$ cat config.mk
export PLATFORM = sky130hd
export DESIGN_NAME = polar_pursuit_velocity
export DESIGN_NICKNAME = d
export VERILOG_FILES = /design/src/hdl/ppv_pkg.sv /design/src/hdl/ppv_seq.sv /design/src/hdl/ppv_dpath.sv /design/src/hdl/polar_pursuit_velocity.sv
export SDC_FILE = /design/constraint.sdc
export NUM_CORES = 2
export LEC_CHECK = 0
export ABC_AREA = 0
export BUFFER_PORTS_ARGS = -buffer_cell sky130_fd_sc_hd__buf_4
export CORE_MARGIN = 5
export CORE_UTILIZATION = 49
export DETAILED_ROUTE_END_ITERATION = 12
export SLEW_MARGIN = 20
export SYNTH_ARGS = -nofsm -noshare
export SYNTH_HDL_FRONTEND = slang
export SYNTH_SLANG_ARGS = --single-unit
$ cat constraint.sdc
create_clock -name clk -period 10.2 [get_ports clk]
set_clock_uncertainty 0.05 [all_clocks]
set_input_delay 1.53 -clock clk [delete_from_list [all_inputs] [get_ports clk]]
set_output_delay 1.53 -clock clk [all_outputs]
set_load 0.05 [all_outputs]
$ cat src/hdl/ppv_pkg.sv
// Shared types, constants and the arctangent table for the pursuit velocity block.
package ppv_pkg;

    // Configuration register indexes and port widths
    localparam int CFG_DATA_W = 18;
    localparam int CFG_IDX_W  = 2;
    typedef logic [CFG_IDX_W-1:0] reg_idx_t;
    localparam reg_idx_t REG_LINEAR_GAIN = 2'd0;
    localparam reg_idx_t REG_TURN_GAIN   = 2'd1;
    localparam reg_idx_t REG_TURN_LIMIT  = 2'd2;
    localparam reg_idx_t REG_STOP_RANGE  = 2'd3;

    typedef struct packed {
        logic [15:0] linear_gain;
        logic [15:0] turn_gain;
        logic [17:0] turn_limit;
        logic [15:0] stop_range;
    } cfg_t;

    // Datapath widths
    localparam int CORDIC_W = 27;   // Q.8 scaled position plus growth
    localparam int ANG_W    = 21;   // accumulated angle, Q.16 rad
    localparam int BEAR_W   = 15;   // bearing, Q.12 rad
    localparam int SQ_W     = 32;   // x*x + y*y
    localparam int REM_W    = 19;   // root remainder
    localparam int ROOT_W   = 16;
    localparam int MUL_W    = 18;
    localparam int PROD_W   = 2 * MUL_W;
    localparam int MAX_STEPS  = 24;
    localparam int SQRT_STEPS = 16;

    localparam logic signed [ANG_W-1:0]  PI_Q16 = 21'sd205887;
    localparam logic signed [BEAR_W-1:0] PI_Q12 = 15'sd12868;

    // Multiplier operand selects
    typedef logic [2:0] mul_sel_t;
    localparam mul_sel_t MUL_NONE = 3'd0;
    localparam mul_sel_t MUL_XX   = 3'd1;
    localparam mul_sel_t MUL_YY   = 3'd2;
    localparam mul_sel_t MUL_SS   = 3'd3;
    localparam mul_sel_t MUL_LIN  = 3'd4;
    localparam mul_sel_t MUL_TURN = 3'd5;

    // Branch conditions
    typedef logic [2:0] cond_t;
    localparam cond_t COND_NEVER    = 3'd0;
    localparam cond_t COND_START    = 3'd1;
    localparam cond_t COND_LOST     = 3'd2;
    localparam cond_t COND_MORE     = 3'd3;
    localparam cond_t COND_OUT_FREE = 3'd4;

    typedef logic [3:0] pc_t;

    // Control word fields seen by the datapath and the top level
    typedef struct packed {
        logic     idle;      // waiting for a word
        logic     ld;        // CORDIC preload, loop counter clear
        logic     sq_load;   // sum := product
        logic     sq_add;    // sum += product
        logic     prep;      // dead zone compare, root init
        logic     iter;      // one CORDIC step and one root bit
        logic     bear;      // round and clamp the bearing
        logic     lin_wr;    // round and saturate the speed
        logic     emit;      // present a result word
        logic     zero;      // result word is all zeros
        mul_sel_t mul_sel;
    } ctrl_t;

    typedef struct packed {
        ctrl_t    ctrl;
        cond_t    cond;
        logic     stay;      // hold pc when the condition is false
        pc_t      target;
    } ucode_t;

    typedef struct packed {
        logic start;         // position word accepted
        logic lost;          // target lost flag
        logic out_free;      // output register can take a word
    } stat_t;

    // atan(2^-i) in Q.16 rad, rounded to nearest
    function automatic logic [16:0] atan_q16(input logic [4:0] i);
        logic [16:0] v;
        case (i)
            5'd0:  v = 17'd51472;
            5'd1:  v = 17'd30386;
            5'd2:  v = 17'd16055;
            5'd3:  v = 17'd8150;
            5'd4:  v = 17'd4091;
            5'd5:  v = 17'd2047;
            5'd6:  v = 17'd1024;
            5'd7:  v = 17'd512;
            5'd8:  v = 17'd256;
            5'd9:  v = 17'd128;
            5'd10: v = 17'd64;
            5'd11: v = 17'd32;
            5'd12: v = 17'd16;
            5'd13: v = 17'd8;
            5'd14: v = 17'd4;
            5'd15: v = 17'd2;
            5'd16: v = 17'd1;
            default: v = 17'd0;
        endcase
        return v;
    endfunction

endpackage

$ cat src/hdl/ppv_seq.sv
// Microcode sequencer: program ROM, program counter, loop counter and branch logic.
module ppv_seq #(
    parameter int CORDIC_STEPS = 16,
    localparam int CSTEPS = (CORDIC_STEPS > ppv_pkg::MAX_STEPS) ?
                            ppv_pkg::MAX_STEPS : CORDIC_STEPS,
    localparam int NITER  = (CSTEPS > ppv_pkg::SQRT_STEPS) ? CSTEPS : ppv_pkg::SQRT_STEPS,
    localparam int CNT_W  = $clog2(NITER + 1)
) (
    input  logic                 clk,
    input  logic                 rst_n,
    input  ppv_pkg::stat_t       stat,
    output ppv_pkg::ctrl_t       ctrl,
    output logic [CNT_W-1:0]     cnt
);

    // Program addresses
    localparam ppv_pkg::pc_t PC_IDLE = 4'd0;
    localparam ppv_pkg::pc_t PC_LOAD = 4'd1;
    localparam ppv_pkg::pc_t PC_SQY  = 4'd2;
    localparam ppv_pkg::pc_t PC_SRSQ = 4'd3;
    localparam ppv_pkg::pc_t PC_PREP = 4'd4;
    localparam ppv_pkg::pc_t PC_ITER = 4'd5;
    localparam ppv_pkg::pc_t PC_BEAR = 4'd6;
    localparam ppv_pkg::pc_t PC_TURN = 4'd7;
    localparam ppv_pkg::pc_t PC_FIN  = 4'd8;
    localparam ppv_pkg::pc_t PC_ZERO = 4'd9;

    localparam logic [CNT_W-1:0] LAST_C = CNT_W'(NITER - 1);

    ppv_pkg::pc_t       pc_reg, pc_next;
    logic [CNT_W-1:0]   cnt_reg, cnt_next;
    ppv_pkg::ucode_t    uw;
    logic               cond_true;

    // Program ROM
    always_comb
    begin
        uw = '0;
        unique case (pc_reg)
            PC_IDLE:
            begin
                uw.ctrl.idle = 1'b1;
                uw.cond      = ppv_pkg::COND_START;
                uw.stay      = 1'b1;
                uw.target    = PC_LOAD;
            end
            PC_LOAD:
            begin
                uw.ctrl.ld      = 1'b1;
                uw.ctrl.mul_sel = ppv_pkg::MUL_XX;
                uw.cond         = ppv_pkg::COND_LOST;
                uw.target       = PC_ZERO;
            end
            PC_SQY:
            begin
                uw.ctrl.sq_load = 1'b1;
                uw.ctrl.mul_sel = ppv_pkg::MUL_YY;
            end
            PC_SRSQ:
            begin
                uw.ctrl.sq_add  = 1'b1;
                uw.ctrl.mul_sel = ppv_pkg::MUL_SS;
            end
            PC_PREP:
            begin
                uw.ctrl.prep = 1'b1;
            end
            PC_ITER:
            begin
                uw.ctrl.iter = 1'b1;
                uw.cond      = ppv_pkg::COND_MORE;
                uw.target    = PC_ITER;
            end
            PC_BEAR:
            begin
                uw.ctrl.bear    = 1'b1;
                uw.ctrl.mul_sel = ppv_pkg::MUL_LIN;
            end
            PC_TURN:
            begin
                uw.ctrl.lin_wr  = 1'b1;
                uw.ctrl.mul_sel = ppv_pkg::MUL_TURN;
            end
            PC_FIN:
            begin
                uw.ctrl.emit = 1'b1;
                uw.cond      = ppv_pkg::COND_OUT_FREE;
                uw.stay      = 1'b1;
                uw.target    = PC_IDLE;
            end
            PC_ZERO:
            begin
                uw.ctrl.emit = 1'b1;
                uw.ctrl.zero = 1'b1;
                uw.cond      = ppv_pkg::COND_OUT_FREE;
                uw.stay      = 1'b1;
                uw.target    = PC_IDLE;
            end
            default:
            begin
                uw.cond   = ppv_pkg::COND_OUT_FREE;
                uw.target = PC_IDLE;
            end
        endcase
    end

    // Branch condition
    always_comb
    begin
        case (uw.cond)
            ppv_pkg::COND_START:    cond_true = stat.start;
            ppv_pkg::COND_LOST:     cond_true = stat.lost;
            ppv_pkg::COND_MORE:     cond_true = (cnt_reg != LAST_C);
            ppv_pkg::COND_OUT_FREE: cond_true = stat.out_free;
            default:                cond_true = 1'b0;
        endcase
    end

    // Next address and loop count
    always_comb
    begin
        if (cond_true)
            pc_next = uw.target;
        else if (uw.stay)
            pc_next = pc_reg;
        else
            pc_next = pc_reg + 4'd1;

        if (uw.ctrl.ld)
            cnt_next = '0;
        else if (uw.ctrl.iter)
            cnt_next = cnt_reg + CNT_W'(1);
        else
            cnt_next = cnt_reg;
    end

    always_ff @(posedge clk or negedge rst_n)
    begin
        if (!rst_n)
        begin
            pc_reg  <= PC_IDLE;
            cnt_reg <= '0;
        end
        else
        begin
            pc_reg  <= pc_next;
            cnt_reg <= cnt_next;
        end
    end

    assign ctrl = uw.ctrl;
    assign cnt  = cnt_reg;

endmodule

$ cat src/hdl/ppv_dpath.sv
// Datapath: shared multiplier, CORDIC vectoring unit, bit-serial square root, result shaping.
module ppv_dpath #(
    parameter int CORDIC_STEPS = 16,
    localparam int CSTEPS = (CORDIC_STEPS > ppv_pkg::MAX_STEPS) ?
                            ppv_pkg::MAX_STEPS : CORDIC_STEPS,
    localparam int NITER  = (CSTEPS > ppv_pkg::SQRT_STEPS) ? CSTEPS : ppv_pkg::SQRT_STEPS,
    localparam int CNT_W  = $clog2(NITER + 1)
) (
    input  logic                        clk,
    input  ppv_pkg::ctrl_t              ctrl,
    input  logic [CNT_W-1:0]            cnt,
    input  logic                        in_load,
    input  logic signed [15:0]          target_x,
    input  logic signed [15:0]          target_y,
    input  ppv_pkg::cfg_t               cfg,
    output logic [15:0]                 res_lin,
    output logic signed [18:0]          res_ang
);

    localparam int CW = ppv_pkg::CORDIC_W;
    localparam int AW = ppv_pkg::ANG_W;
    localparam int BW = ppv_pkg::BEAR_W;
    localparam int PW = ppv_pkg::PROD_W;
    localparam int RW = ppv_pkg::REM_W;
    localparam int QW = ppv_pkg::ROOT_W;

    localparam logic [CNT_W-1:0] CSTEPS_C = CNT_W'(CSTEPS);
    localparam logic [CNT_W-1:0] SQRT_C   = CNT_W'(ppv_pkg::SQRT_STEPS);

    localparam logic signed [AW-1:0] PI12_W  = AW'(ppv_pkg::PI_Q12);
    localparam logic signed [AW-1:0] Z_RND   = AW'(8);
    localparam logic signed [PW-1:0] Q12_RND = PW'(2048);
    localparam logic signed [23:0]   ANG_MAX = 24'sd262143;
    localparam logic signed [23:0]   ANG_MIN = -24'sd262144;

    logic signed [15:0]          x_in_reg, y_in_reg;
    logic signed [CW-1:0]        cx_reg, cy_reg;
    logic signed [AW-1:0]        z_reg;
    logic                        origin_reg;
    logic signed [PW-1:0]        prod_reg;
    logic [ppv_pkg::SQ_W-1:0]    sq_reg;
    logic                        dz_reg;
    logic [RW-1:0]               rem_reg;
    logic [QW-1:0]               root_reg;
    logic signed [BW-1:0]        b_reg;
    logic [15:0]                 lin_reg;

    logic signed [ppv_pkg::MUL_W-1:0] mul_a, mul_b;
    logic signed [PW-1:0]        mul_p;
    logic signed [CW-1:0]        x_sc, y_sc, xs, ys;
    logic signed [AW-1:0]        at, z_rnd, z_clamp;
    logic [RW-1:0]               rem_sh, trial;
    logic signed [PW-1:0]        lin_sum, turn_sum;
    logic [23:0]                 lin_full;
    logic signed [23:0]          turn_q;
    logic signed [18:0]          turn_sat, limit_s;
    logic                        turn_gt;

    // Shared multiplier operand select
    always_comb
    begin
        case (ctrl.mul_sel)
            ppv_pkg::MUL_XX:
            begin
                mul_a = {{2{x_in_reg[15]}}, x_in_reg};
                mul_b = {{2{x_in_reg[15]}}, x_in_reg};
            end
            ppv_pkg::MUL_YY:
            begin
                mul_a = {{2{y_in_reg[15]}}, y_in_reg};
                mul_b = {{2{y_in_reg[15]}}, y_in_reg};
            end
            ppv_pkg::MUL_SS:
            begin
                mul_a = {2'b00, cfg.stop_range};
                mul_b = {2'b00, cfg.stop_range};
            end
            ppv_pkg::MUL_LIN:
            begin
                mul_a = {2'b00, cfg.linear_gain};
                mul_b = {2'b00, root_reg};
            end
            ppv_pkg::MUL_TURN:
            begin
                mul_a = {2'b00, cfg.turn_gain};
                mul_b = {{3{b_reg[BW-1]}}, b_reg};
            end
            default:
            begin
                mul_a = '0;
                mul_b = '0;
            end
        endcase
        mul_p = mul_a * mul_b;
    end

    // CORDIC step terms and root trial
    always_comb
    begin
        x_sc   = {{(CW-24){x_in_reg[15]}}, x_in_reg, 8'b0};
        y_sc   = {{(CW-24){y_in_reg[15]}}, y_in_reg, 8'b0};
        xs     = cx_reg >>> cnt;
        ys     = cy_reg >>> cnt;
        at     = {{(AW-17){1'b0}}, ppv_pkg::atan_q16(5'(cnt))};
        rem_sh = {rem_reg[RW-3:0], sq_reg[ppv_pkg::SQ_W-1 -: 2]};
        trial  = {1'b0, root_reg, 2'b01};
    end

    // Bearing rounding Q.16 to Q.12 and clamp to +-pi
    always_comb
    begin
        z_rnd = (z_reg + Z_RND) >>> 4;
        if (z_rnd > PI12_W)
            z_clamp = PI12_W;
        else if (z_rnd < -PI12_W)
            z_clamp = -PI12_W;
        else
            z_clamp = z_rnd;
    end

    // Output scaling, saturation, dead zone and positive turn cap
    always_comb
    begin
        lin_sum  = prod_reg + Q12_RND;
        lin_full = lin_sum[35:12];
        turn_sum = prod_reg + Q12_RND;
        turn_q   = turn_sum[35:12];
        if (turn_q > ANG_MAX)
            turn_sat = 19'sh3FFFF;
        else if (turn_q < ANG_MIN)
            turn_sat = 19'sh40000;
        else
            turn_sat = turn_q[18:0];
        limit_s = $signed({1'b0, cfg.turn_limit});
        turn_gt = turn_q > $signed({6'b0, cfg.turn_limit});

        if (ctrl.zero)
        begin
            res_lin = '0;
            res_ang = '0;
        end
        else
        begin
            res_lin = dz_reg ? 16'd0 : lin_reg;
            res_ang = dz_reg ? 19'sd0 : turn_sat;
            if (turn_gt)
                res_ang = limit_s;
        end
    end

    always_ff @(posedge clk)
    begin
        if (in_load)
        begin
            x_in_reg <= target_x;
            y_in_reg <= target_y;
        end

        if (ctrl.mul_sel != ppv_pkg::MUL_NONE)
            prod_reg <= mul_p;

        // CORDIC preload with half-turn for the left half plane
        if (ctrl.ld)
        begin
            origin_reg <= (x_in_reg == 16'sd0) && (y_in_reg == 16'sd0);
            if (x_in_reg[15])
            begin
                cx_reg <= -x_sc;
                cy_reg <= -y_sc;
                z_reg  <= y_in_reg[15] ? -ppv_pkg::PI_Q16 : ppv_pkg::PI_Q16;
            end
            else
            begin
                cx_reg <= x_sc;
                cy_reg <= y_sc;
                z_reg  <= '0;
            end
        end

        // x*x + y*y
        if (ctrl.sq_load)
            sq_reg <= prod_reg[ppv_pkg::SQ_W-1:0];
        if (ctrl.sq_add)
            sq_reg <= sq_reg + prod_reg[ppv_pkg::SQ_W-1:0];

        // dead zone test and root init
        if (ctrl.prep)
        begin
            dz_reg   <= {4'b0, sq_reg} < $unsigned(prod_reg);
            rem_reg  <= '0;
            root_reg <= '0;
        end

        if (ctrl.iter)
        begin
            // one vectoring micro-rotation
            if (cnt < CSTEPS_C)
            begin
                if (!cy_reg[CW-1])
                begin
                    cx_reg <= cx_reg + ys;
                    cy_reg <= cy_reg - xs;
                    z_reg  <= z_reg + at;
                end
                else
                begin
                    cx_reg <= cx_reg - ys;
                    cy_reg <= cy_reg + xs;
                    z_reg  <= z_reg - at;
                end
            end
            // one root bit, two radicand bits
            if (cnt < SQRT_C)
            begin
                sq_reg <= sq_reg << 2;
                if (rem_sh >= trial)
                begin
                    rem_reg  <= rem_sh - trial;
                    root_reg <= {root_reg[QW-2:0], 1'b1};
                end
                else
                begin
                    rem_reg  <= rem_sh;
                    root_reg <= {root_reg[QW-2:0], 1'b0};
                end
            end
        end

        if (ctrl.bear)
            b_reg <= origin_reg ? '0 : z_clamp[BW-1:0];

        if (ctrl.lin_wr)
            lin_reg <= (|lin_full[23:16]) ? 16'hFFFF : lin_full[15:0];
    end

endmodule

$ cat src/hdl/polar_pursuit_velocity.sv
// Pursuit velocity top level: ports, configuration registers, lost flag, output register.
//
// Turns a target position (Q8.8 m, relative to the robot) into a forward speed and a
// turn rate with proportional gains on range and bearing; both are zeroed inside the
// stop range, but the turn rate is then capped at turn_limit on the positive side only,
// and that cap overrides the zero. A lost-flag word (cmd = 1) is taken while idle and
// gives no result; while the flag is set each position word passes the load and zero
// steps and gives an all-zero result, then the next word can be taken. A position
// word runs the load, square, dead-zone, iteration, bearing, turn and finish steps before
// the block takes the next word: the loop of the microcode program does one CORDIC
// micro-rotation and one square-root bit per cycle, and one shared 18x18 multiplier
// serves squares, dead-zone limit and both gains in turn. The output register lets a
// new word in while a result still waits to be taken.
module polar_pursuit_velocity #(
    parameter int CORDIC_STEPS = 16
) (
    input  logic                              clk,
    input  logic                              rst_n,
    // configuration
    input  logic                              cfg_write,
    input  logic [ppv_pkg::CFG_IDX_W-1:0]     cfg_index,
    input  logic [ppv_pkg::CFG_DATA_W-1:0]    cfg_data,
    // input words
    input  logic                              in_valid,
    output logic                              in_ready,
    input  logic                              cmd,
    input  logic signed [15:0]                target_x,
    input  logic signed [15:0]                target_y,
    input  logic                              lost_value,
    // result words
    output logic                              out_valid,
    input  logic                              out_ready,
    output logic [15:0]                       linear_velocity,
    output logic signed [18:0]                angular_velocity
);

    localparam int CSTEPS = (CORDIC_STEPS > ppv_pkg::MAX_STEPS) ?
                            ppv_pkg::MAX_STEPS : CORDIC_STEPS;
    localparam int NITER  = (CSTEPS > ppv_pkg::SQRT_STEPS) ? CSTEPS : ppv_pkg::SQRT_STEPS;
    localparam int CNT_W  = $clog2(NITER + 1);

    ppv_pkg::cfg_t          cfg_reg;
    logic                   lost_reg;
    logic                   out_valid_reg;
    logic [15:0]            lin_out_reg;
    logic signed [18:0]     ang_out_reg;

    ppv_pkg::ctrl_t         ctrl;
    ppv_pkg::stat_t         stat;
    logic [CNT_W-1:0]       cnt;
    logic                   in_fire, out_free, emit_fire;
    logic [15:0]            res_lin;
    logic signed [18:0]     res_ang;

    // Handshake glue
    assign in_ready  = ctrl.idle;
    assign in_fire   = in_valid && in_ready;
    assign out_free  = !out_valid_reg || out_ready;
    assign emit_fire = ctrl.emit && out_free;

    assign stat.start    = in_fire && !cmd;
    assign stat.lost     = lost_reg;
    assign stat.out_free = out_free;

    ppv_seq #(
        .CORDIC_STEPS (CORDIC_STEPS)
    ) u_seq (
        .clk   (clk),
        .rst_n (rst_n),
        .stat  (stat),
        .ctrl  (ctrl),
        .cnt   (cnt)
    );

    ppv_dpath #(
        .CORDIC_STEPS (CORDIC_STEPS)
    ) u_dpath (
        .clk      (clk),
        .ctrl     (ctrl),
        .cnt      (cnt),
        .in_load  (stat.start),
        .target_x (target_x),
        .target_y (target_y),
        .cfg      (cfg_reg),
        .res_lin  (res_lin),
        .res_ang  (res_ang)
    );

    // Configuration registers and lost flag
    always_ff @(posedge clk or negedge rst_n)
    begin
        if (!rst_n)
        begin
            cfg_reg.linear_gain <= 16'd819;
            cfg_reg.turn_gain   <= 16'd8192;
            cfg_reg.turn_limit  <= 18'd2145;
            cfg_reg.stop_range  <= 16'd512;
            lost_reg            <= 1'b0;
        end
        else
        begin
            if (cfg_write)
            begin
                unique case (cfg_index)
                    ppv_pkg::REG_LINEAR_GAIN: cfg_reg.linear_gain <= cfg_data[15:0];
                    ppv_pkg::REG_TURN_GAIN:   cfg_reg.turn_gain   <= cfg_data[15:0];
                    ppv_pkg::REG_TURN_LIMIT:  cfg_reg.turn_limit  <= cfg_data;
                    ppv_pkg::REG_STOP_RANGE:  cfg_reg.stop_range  <= cfg_data[15:0];
                    default: ;
                endcase
            end
            if (in_fire && cmd)
                lost_reg <= lost_value;
        end
    end

    // Output register
    always_ff @(posedge clk or negedge rst_n)
    begin
        if (!rst_n)
            out_valid_reg <= 1'b0;
        else if (emit_fire)
            out_valid_reg <= 1'b1;
        else if (out_ready)
            out_valid_reg <= 1'b0;
    end

    always_ff @(posedge clk)
    begin
        if (emit_fire)
        begin
            lin_out_reg <= res_lin;
            ang_out_reg <= res_ang;
        end
    end

    assign out_valid        = out_valid_reg;
    assign linear_velocity  = lin_out_reg;
    assign angular_velocity = ang_out_reg;

    // A position word starts the program, so the port closes on the next cycle
    assert property (@(posedge clk) disable iff (!rst_n)
        in_fire && !cmd |=> !in_ready)
        else $error("input still open after a position word");

    // Lost flag forces an all-zero result
    assert property (@(posedge clk) disable iff (!rst_n)
        ctrl.emit && lost_reg |-> res_lin == 16'd0 && res_ang == 19'sd0)
        else $error("nonzero result while target lost");

    // Turn rate never exceeds the positive cap
    assert property (@(posedge clk) disable iff (!rst_n)
        ctrl.emit |-> res_ang <= $signed({1'b0, cfg_reg.turn_limit}))
        else $error("turn rate above cap");

    // A result word only appears from an emit step
    assert property (@(posedge clk) disable iff (!rst_n)
        $rose(out_valid_reg) |-> $past(ctrl.emit))
        else $error("result word without emit step");

endmodule
; Word level (Yosys, flattened, before mapping)
; Memory sizes are Yosys's and may differ from the RTL's.
; Cells that the tools add are included.
[totals]
elab_cells = 159
mem_bits_ro = 512
output_inout_bits = 37
in_bits = 59
memories = 1
ff_bits = 355
[classes]
add_sub_neg = 14
n_eq_ne = 23
shift = 2
mux = 57
n_lt_le_gt_ge = 8
mul = 1
n_reduce_logical = 27
[mem_list]
columns = name, depth, width, read_ports, rd_clocked_by_memory_dff, wr, line
row1 = (name not given), 32, 16, 1, 0, 0, ppv_pkg.sv:85  ; case (i)
[op_table]
columns = op, count
row1 = $mux 27, 10
row2 = $pmux 18 s5, 2
row3 = $mux 32, 4
row4 = $mux 21, 6
row5 = $mux 19, 5
row6 = $add 27x27->27, 2
row7 = $mux 18, 3
row8 = $neg 24->27, 2
row9 = $sshr 27x5->27, 2
row10 = $sub 27x27->27, 2
row11 = $mux 16, 3
row12 = $add 36x13->36 const B, 1
row13 = $lt 32x36->1, 1
row14 = $mul 18x18->36, 1
row15 = $add 32x32->32, 1
row16 = $logic_not 16->1, 2
row17 = $gt 24x19->1, 1
row18 = $gt 24x19->1 const B, 1
row19 = $lt 24x19->1 const B, 1
row20 = $add 21x18->21, 1
row21 = $add 21x5->21 const B, 1
row22 = $sub 21x18->21, 1
row23 = $ge 19x18->1, 1
row24 = $sub 19x18->19, 1
row25 = 38 further kinds, 77

; Logic depth before layout (Yosys ltp)
[depth]
ltp_word = 6
depth_mapped = 35
depth_no_buf = 32

; By module
; Synthesis repeated with hierarchy kept, for this count alone.
[unflattened]
hier_cells = 4526
area_unflattened_um2 = 40039.7
[by_module_without_submodules]
columns = mod, cells_each, area_per_inst_um2, instances, seq_area_each_um2
row1 = ppv_dpath, 4257, 35663.0, 1, 5835.6
row2 = polar_pursuit_velocity, 184, 3638.5, 1, 2767.7
row3 = ppv_seq, 85, 738.2, 1, 225.2

; Least setup slack after synthesis
; No wires, ideal clock.
[synth_timing]
kind = register -> register
start = register u_seq.pc_reg[1]
end = register u_dpath.prod_reg[34], data pin
required_ns = 9.886
setup_time_ns = 0.264
t_arrival_ns = 8.115
path_slack_ns = 1.772
path_buffers = 2
stages_incl_launch_ff = 31
synth_period_minus_slack_ns = 8.428
cell_sequence = dfrtp_1 inv_1 ha_1 clkbuf_1 nand2_1 nand2_1 a21oi_1 a22oi_1 nand2_1 a221oi_1 clkbuf_1 nor2_1 fa_1 fa_1 fa_1 fa_1 fa_1 inv_1 fa_1 inv_1 ha_1 a21o_1 a21o_1 a21oi_1 o21ai_0 a21o_1 a21oi_1 o41ai_1 a21o_1 a221oi_1 xnor2_1
[synth_via]
elab_chain_cells = 5
word_cells_on_any_way = 14
cone_classes = mul (1) / eq/ne (10) / mux (3)
[synth_rtl]
columns = element, line
row1 = start: declaration, ppv_seq.sv:30  ; ppv_pkg::pc_t pc_reg, pc_next;
row2 = start signal: assignment, ppv_seq.sv:146  ; pc_reg <= pc_next;
row3 = "$eq 4x3->1, or another cell as far along", ppv_seq.sv:39  ; unique case (pc_reg)
row4 = $pmux 3 s5 *, ppv_seq.sv:39
row5 = "$eq 3x3->1, or another cell as far along", ppv_dpath.sv:62  ; case (ctrl.mul_sel)
row6 = $pmux 18 s5, ppv_dpath.sv:62
row7 = $mul 18x18->36 *, ppv_dpath.sv:94  ; mul_p = mul_a * mul_b;
row8 = named net u_dpath.mul_p[34], ppv_dpath.sv:49  ; logic signed [PW-1:0] mul_p;
row9 = end signal: assignment, ppv_dpath.sv:160  ; prod_reg <= mul_p;
row10 = end: declaration, ppv_dpath.sv:40  ; logic signed [PW-1:0] prod_reg;
; The timed path passes the listed nets; every way through them passes the cells marked *.
; A chain may end at the register's enable or synchronous reset.

; Worst setup path after layout
[layout_timing]
start = register u_seq.pc_reg[2]
end = register u_dpath.prod_reg[34], data pin
; The elaborated chain is that of the path after synthesis.

==> summary.md <==
| Metric | Value |
|---|---|
| Placed instance area | 0.0410 mm² |
| Number of flops mapped to enable cells by yosys | 136 |
| Status | finished clean |
| Worst Setup Start Kind | flop |
| Die width | 293 µm |
| Flop2flop setup slack | roughly 800 ps |
| # nets final | 5,098 |
| Synth top cells by count | inv_1 (550), nand2_1 (451), nor2_1 (375) |
| Routed vias/inst | 5.91 |
| GP Congestion | between 0.9 and 1 |
| Unrepaired setup endpoints after global routing | false |
| Async set-reset flop share out of synthesis | 0.218 |
| 1st-iter DRT viols | between 2k and 3k |
| Clock Sinks | 353 |
| Cell Rows | between 100 and 150 |
| #FFs+latches synth | roughly 350 |
| Cell leakage power | 0.0187 µW |
| Crit end category | flop |
| TritonCTS clock tree | yes |
| Final Max Tran Viols | 0 |
| Routed len/inst | about 22 µm |
| CTS max path bufs | 3 |
| Synth area leader | fa_1 |
| Total Routing Usage GR | 0.285 |
| Arrival @ worst endpoint | a little under 10,000 ps |
| Design area | 0.0426 mm² |
| Final WL | 123,000 µm |
| TritonCTS Buffers | 45 |
| Min Tclk post-route | 9400 ps |
| CTS root buf | clkbuf_16 |
| Initial Util | 0.495 |
| Overall power | 16,500 µW |
| Largest net degree at the start of global routing | 70 |
| CP Max Fanout | 29 |
| Synth area leaders | fa_1 (16%), edfxtp_1 (10%), ha_1 (9.0%) |
| Worst vdd ir | 0.298 mV |
| Critical path class | flop to flop |
| Worst EP required | roughly 11,000 ps |
| Die Height | roughly 290 µm |
| Die area | between 0.08 and 0.09 mm² |
| Worst-Margin Slew | 1190 ps |
| Post-CTS Setup Inserts | 0 |
| Post-synthesis net count | 5,086 |
| Layout cells sized above 1 | 0.0980 |
| Vias in the first global route | 31.7k |
| Post-synthesis sequential area ratio | 0.225 |
| Final worst-path cycle share | 0.921 |
| Cell Area, Synth | just under 0.04 mm² |
| Post-DP HPWL | 96,700 µm |
| Slew HR | 0.205 |
| Avg Cell Area, Syn | 8.86 µm² |
| Pre-antenna DRT Iters | 6 |
| Total grt overflow | 0 |
| Most frequent cell after synthesis | inv_1 |
| CP max stage delay | 770 ps |
| Clk_lat worst skew | 600 ps |
| Ys Warns | 0 |
| H-Tree Level Count | 2 |
| Vias after detailed routing | around 33k |
| Post-cts gate resize count | 0 |
| Setup tns final | 0 ps |
| Slowest stage cell on the critical path | o41ai_1 |
| Fillers | between 7k and 8k |
| Setup Viol. Count Final | 0 |
| Worst-path clk slew | 70 ps |
| Power per cell area | around 390 mW/mm² |
| DRT antenna net count | 0 |
| Worst hold path type | flop to flop |
| Core Region | 0.0791 mm² |
| Port Buffers | 95 |
| Max-capacitance violation count | 0 |
| FMAX | between 100 and 150 MHz |
| Top_reg_cell synth | dfxtp_1 |
| Cells after synthesis | 4,422 |
| Area growth syn-to-layout | 8.65% |
| Initial antenna violation count | 2 |
| Hold_buf cts | 0 |
| Final hold viol count | 0 |
| Most used cell, CP | fa_1 |
| Number of flip-flops in the largest register | 66 |
| Residual DRC count | 0 |
| Num ports | 96 |
| Area share of the largest cell type after synthesis | 0.164 |
| Yosys cell types | 96 |
| First-pass GRT wire length | 191,000 µm |
-- critical path: cells and delay by family (launching register included) --
kind | cells | cell delay [ps]
XOR/XNOR | 1 | 140
flip-flops | 1 | 320
AO/OA/AOI/OAI | 6 | 2380
adder cells (fa/ha/maj) | 7 | 3400
buffers and inverters | 8 | 1110
AND/OR/NAND/NOR | 6 | 1680
-- cells by family (layout without fill, tap and decap cells) --
logic type	count (synthesis)	count (layout)	share of synthesized area
buffers and inverters	747	796	0.0736
DFF	353	353	0.225
other	0	1	0
muxes	243	243	0.0828
adders and majority gates	605	605	0.255
xor gates and xnor gates	252	252	0.0563
AOI/OAI and AO/OA	957	957	0.159
and+or+nand+nor	1265	1265	0.148
-- final timing paths --
check | startpoint | to | cells after the start
hold reg to reg | u_dpath.rem_reg[16] | u_dpath.rem_reg[16] | 2
hold / removal | u_dpath.rem_reg[16] | u_dpath.rem_reg[16] | 2
setup / recovery | u_seq.pc_reg[2] | u_dpath.prod_reg[34] | 28
setup reg to reg | u_seq.pc_reg[2] | u_dpath.prod_reg[34] | 28
min in group asynchronous | rst_n | cfg_reg[32] | 1
max in group asynchronous | rst_n | cfg_reg[4] | 2
-- metal layers --
layer | vias to the layer above | GRT usage | wire [µm]
li1 | 15282 | - | -
met5 | - | 0 | 0
met4 | 0 | 0.0695 | 3220
met2 | 1214 | 0.418 | 51900
met1 | 15997 | 0.430 | 57200
met3 | 166 | 0.0604 | 11100
-- placed cells by master (no fill, tap or decap), drive strengths merged, types with 41 or more instances in the layout --
master	netlist	routed
o211ai	43	43
mux2	97	97
a21o	70	70
nor2	375	375
ha	283	283
nand2b	43	43
buf	39	158
nand2	451	451
mux2i	95	95
dfxtp	140	140
edfxtp	136	136
fa	322	322
o21ai	214	214
xor2	110	110
nor2b	41	41
inv	551	557
mux4	51	51
nor3	58	58
dfrtp	65	65
a21oi	261	261
and2	45	45
xnor2	142	142
a221oi	45	45
nand3	90	90
clkbuf	154	51
-- power breakdown --
group	leakage, µW	switching (µW)	internal, µW	total (µW)
logic	0.0146	7300	4730	12000
clock network	0.000755	704	996	1700
registers	0.00336	693	2110	2800
-- area by class of cell --
class,count,area (µm²),share of cell area
antenna,1,2.50,0.0000588
clock buffer,51,1180,0.0277
clock inverter,33,373,0.00876
inverter,554,2080,0.0488
multi-input combinational,3322,27600,0.648
sequential,353,8840,0.208
tap,1050,1310,0.0309
timing repair buffer,158,1190,0.0279
-- through the flow --
stage | setup slack, ps | hold slack (ps) | std cells | utilization
after detailed placement | 920 | 422 | 5437 | 0.518
after CTS | 864 | 431 | 5521 | 0.538
final | 804 | 434 | 5522 | 0.538
after floorplan | 1770 | 389 | 4422 | -
after global placement | 1110 | 419 | 5437 | 0.518
after global routing | 245 | 455 | 5521 | 0.538
No activity file was read; power rests on OpenSTA's default activity.
